<file path="src/psu_pkg.sv">
// Types, constants and the Paeth predictor shared by the scanline unfilter
`default_nettype none
package psu_pkg;

  // Filter type codes of a scanline; anything above Paeth folds into FILT_BAD
  typedef enum logic [2:0] {
    FILT_NONE  = 3'd0,
    FILT_SUB   = 3'd1,
    FILT_UP    = 3'd2,
    FILT_AVG   = 3'd3,
    FILT_PAETH = 3'd4,
    FILT_BAD   = 3'd5
  } filt_e;

  localparam logic [7:0] FILT_TYPE_MAX = 8'd4;

  // Pixel history: up to eight bytes per pixel
  localparam int unsigned PIX_BYTES = 8;
  localparam int unsigned PIX_IDX_W = 3;

  // Configuration port
  localparam int unsigned CFG_IDX_W  = 1;
  localparam int unsigned CFG_DATA_W = 14;
  localparam int unsigned BPP_W      = 4;
  localparam int unsigned ROWB_W     = 14;

  localparam logic [CFG_IDX_W-1:0] REG_BPP       = 1'b0;
  localparam logic [CFG_IDX_W-1:0] REG_ROW_BYTES = 1'b1;

  // Operands of one byte reconstruction
  typedef struct packed {
    filt_e      filt;
    logic [7:0] left;
    logic [7:0] up;
    logic [7:0] upleft;
  } pred_in_t;

  // Paeth predictor: nearest of left, up, upper-left to left + up - upper-left
  function automatic logic [7:0] paeth(input logic [7:0] a, input logic [7:0] b,
                                       input logic [7:0] c);
    logic signed [9:0] da;
    logic signed [9:0] db;
    logic signed [9:0] dc;
    logic [9:0]        pa;
    logic [9:0]        pb;
    logic [9:0]        pc;
    logic [7:0]        res;
    da = $signed({2'b00, b}) - $signed({2'b00, c});
    db = $signed({2'b00, a}) - $signed({2'b00, c});
    dc = $signed({2'b00, a}) + $signed({2'b00, b}) - $signed({1'b0, c, 1'b0});
    pa = da[9] ? 10'(-da) : 10'(da);
    pb = db[9] ? 10'(-db) : 10'(db);
    pc = dc[9] ? 10'(-dc) : 10'(dc);
    if (pa <= pb && pa <= pc) begin
      res = a;
    end else if (pb <= pc) begin
      res = b;
    end else begin
      res = c;
    end
    return res;
  endfunction

endpackage
`default_nettype wire

</file>
<file path="src/psu_predict.sv">
// Byte reconstruction for the five filter types
`default_nettype none
module psu_predict import psu_pkg::*; (
  input  pred_in_t   ops_i,
  input  logic [7:0] filt_byte_i,
  output logic [7:0] raw_byte_o,
  output logic       bad_o
);

  logic [8:0] avg_sum;
  logic [7:0] pred;

  assign avg_sum = {1'b0, ops_i.left} + {1'b0, ops_i.up};

  // Select the predictor of the row's filter type
  always_comb begin
    bad_o = 1'b0;
    case (ops_i.filt)
      FILT_NONE:  pred = 8'd0;
      FILT_SUB:   pred = ops_i.left;
      FILT_UP:    pred = ops_i.up;
      FILT_AVG:   pred = avg_sum[8:1];
      FILT_PAETH: pred = paeth(ops_i.left, ops_i.up, ops_i.upleft);
      default: begin
        pred  = 8'd0;
        bad_o = 1'b1;
      end
    endcase
  end

  // Add modulo 256
  assign raw_byte_o = filt_byte_i + pred;

endmodule
`default_nettype wire

</file>
<file path="config.mk">
export PLATFORM = sky130hd
export DESIGN_NAME = psu_predict
export DESIGN_NICKNAME = d
export VERILOG_FILES = /design/src/psu_pkg.sv /design/src/psu_predict.sv
export SDC_FILE = /design/constraint.sdc
export NUM_CORES = 1
export LEC_CHECK = 0
export ABC_AREA = 1
export BUFFER_PORTS_ARGS = -buffer_cell sky130_fd_sc_hd__buf_2
export CAP_MARGIN = 20
export CORE_UTILIZATION = 30
export DETAILED_ROUTE_END_ITERATION = 7
export GPL_ROUTABILITY_DRIVEN = 0
export GPL_TIMING_DRIVEN = 0
export MAX_ROUTING_LAYER = met4
export PLACE_DENSITY = 0.55
export SLEW_MARGIN = 25
export SYNTH_ARGS = -nofsm -noshare
export SYNTH_HDL_FRONTEND = slang
export SYNTH_SLANG_ARGS = --single-unit
</file>
<file path="constraint.sdc">
create_clock -name vclk -period 5
set_input_delay 0 -clock vclk [all_inputs]
set_output_delay 0 -clock vclk [all_outputs]
set_load 0.01 [all_outputs]
</file>
==> reports/results.tsv <==
metric	value	unit
num_vias	3949	
period_needed	5.288	ns
clock_buffers	0	
place_ws	-0.8844	ns
tightest_slew	0.6354	ns
outcome	finished with violations	
fin_area	4966	um2
grt_pass1_wl	17850	um
p_leak	2.720	nW
grt_max_degree	10	
netSwitchingFraction	57.09	%
syn-mean-instance-area	6.237	um2
hold_class	input port to output pin	
drc	0	
max_stage_delay	0.54	ns
dp_hpwl	8851	um
power_density	268.1	nW/um2
n_antenna_cell	0	
grt_setup_unrepaired	true	
dpl.cell_count	782	
fin_cells	826	
ys_types	46	
crit_arrival	5.29	ns
dieArea	12690	um2
p_switching	760.3	uW
internal_power	571.3	uW
synthTopCellsByCount	inv_1, nand2_1, ha_1, nor2_1, nand3_1	
grt_overflow	0	
crit_path_start_kind	input port	
ys_seq_area_share	0	%
violations	setup timing	
fin_crit_sh	105.8	%
postPlaceCellArea	4085	um2
ff_latch_area	0	um2
final_layout_size_suffix_gt1_share	33.73	%
p_total	1.332	mW
syn-cell-area	3674	um2
grt_pass1_vias	3958	
slowest_stage	fa_1	
portBuffers	44	
hold_viol	0	
synthTopCellsByArea	ha_1, inv_1, nand2_1, xor2_1, fa_1	
drt-total-wl	11010	um
drv_cap	0	
critPathCaptureType	output pin	
syn2layout_area_growth	35.18	%
startpoint	ops_i[19]	
synth_warnings	0	
wl_per_cell	13.33	um
dr.pass1.iters	4	
start_util	30.71	%
critPathMaxFanout	6	
yosysMostFrequentCell	inv_1	
cpMostUsedCell	nand2_2	
avgViaCountPerCell	4.781	
irDropWorstVdd	0.1128	mV
ant_nets	0	
synth_cells	589	
fmax	0.1891	GHz
ios	44	
core.rowCount	40	
fin_nets	796	
grt_usage	17.73	%
slew_headroom	57.41	%
pwr-share-seq	0	%
n_sequential_cell	0	
fp.dieW	112.7	um
antenna_found_initial	0	
synth_top_area_share	23.50	%
worstPathRequired	5.00	ns
drt_iter0_markers	105	
die_h	112.7	um
netlist.top_cell.by_area	ha_1	
worstSetupPathType	input port to output pin	
finalSetupViolations	3	
fin_util	41.52	%
cp-endpoint	raw_byte_o[7]	
coreArea	11960	um2
p_clk_share	0	%
p_comb_share	100.0	%
fin_ws	-0.2875	ns
final_max_slew_viol_count	0	
## power groups by stage
| stage | sequential (mW) | clock [mW] | combinational (mW) |
|---|---|---|---|
| after floorplan | 0 | 0 | 0.780 |
| after global placement | 0 | 0 | 0.984 |
| after detailed placement | 0 | 0 | 1.01 |
| after CTS | 0 | 0 | 1.22 |
| after global routing | 0 | 0 | 1.49 |
| final | 0 | 0 | 1.33 |
## worst min path at each step
stage                        start            end  cells after the start
finish              filt_byte_i[0]  raw_byte_o[0]                      3
global route        filt_byte_i[0]  raw_byte_o[0]                      3
CTS                 filt_byte_i[0]  raw_byte_o[0]                      3
detailed placement  filt_byte_i[0]  raw_byte_o[0]                      3
global placement    filt_byte_i[0]  raw_byte_o[0]                      3
floorplan           filt_byte_i[0]  raw_byte_o[0]                      1
## timing repair
action                                  in CTS  in global routing
hold endpoints to repair                     0                  0
setup buffers                               37                 14
hold buffers                                 0                  0
pin swaps                                   53                 50
endpoints found under the setup margin       5                  7
resized for setup                           89                 50
## layout by cell type (no fill, tap or decap), types with 20 or more instances in the layout
cell type	netlist	routed
inv_1	129	112
nand2_1	104	91
ha_1	69	57
nor2_1	45	41
buf_4	0	41
nand3_1	36	34
buf_2	1	33
nand2_2	19	30
inv_2	8	23
xor2_1	26	20
a21oi_1	25	20
## layout make-up
class,instances,area (um2)
Buffer,3,31.28
Fill cell,1226,6995
Inverter,138,524.3
Multi-Input combinational cell,449,3558
Tap cell,147,183.9
Timing Repair Buffer,89,668.1
## logic make-up after synthesis
kind of cell / synth area share, %
XOR/XNOR: 8.277
AND/OR/NAND/NOR: 32.25
buffers and inverters: 15.29
AO/OA/AOI/OAI: 14.48
other: 0.2044
adder cells (fa/ha/maj): 29.50
## critical path, delay by kind of cell
kind | cells | cell delay, ns
AND/OR/NAND/NOR | 17 | 1.32
XOR/XNOR | 2 | 0.31
buffers and inverters | 12 | 0.94
AO/OA/AOI/OAI | 9 | 1.33
adder cells (fa/ha/maj) | 4 | 1.34
## layer usage
layer | vias to the layer above | wire length [um] | GRT usage (%)
met4 | 0 | 290 | 4.267
met5 | - | 0 | -
met2 | 83 | 5630 | 32.80
met1 | 1775 | 4840 | 21.46
met3 | 17 | 252 | 0
li1 | 2074 | - | -
## through the flow
stage / hold WS (ns) / TNS [ns]
5_1_grt: 0.3670 / -1.981
3_3_place_gp: 0.3109 / -2.215
6_report: 0.3541 / -0.5132
4_1_cts: 0.3230 / -0.5995
2_1_floorplan: 0.1507 / 0
3_5_place_dp: 0.3203 / -2.237
No activity file was read; power rests on OpenSTA's default activity.
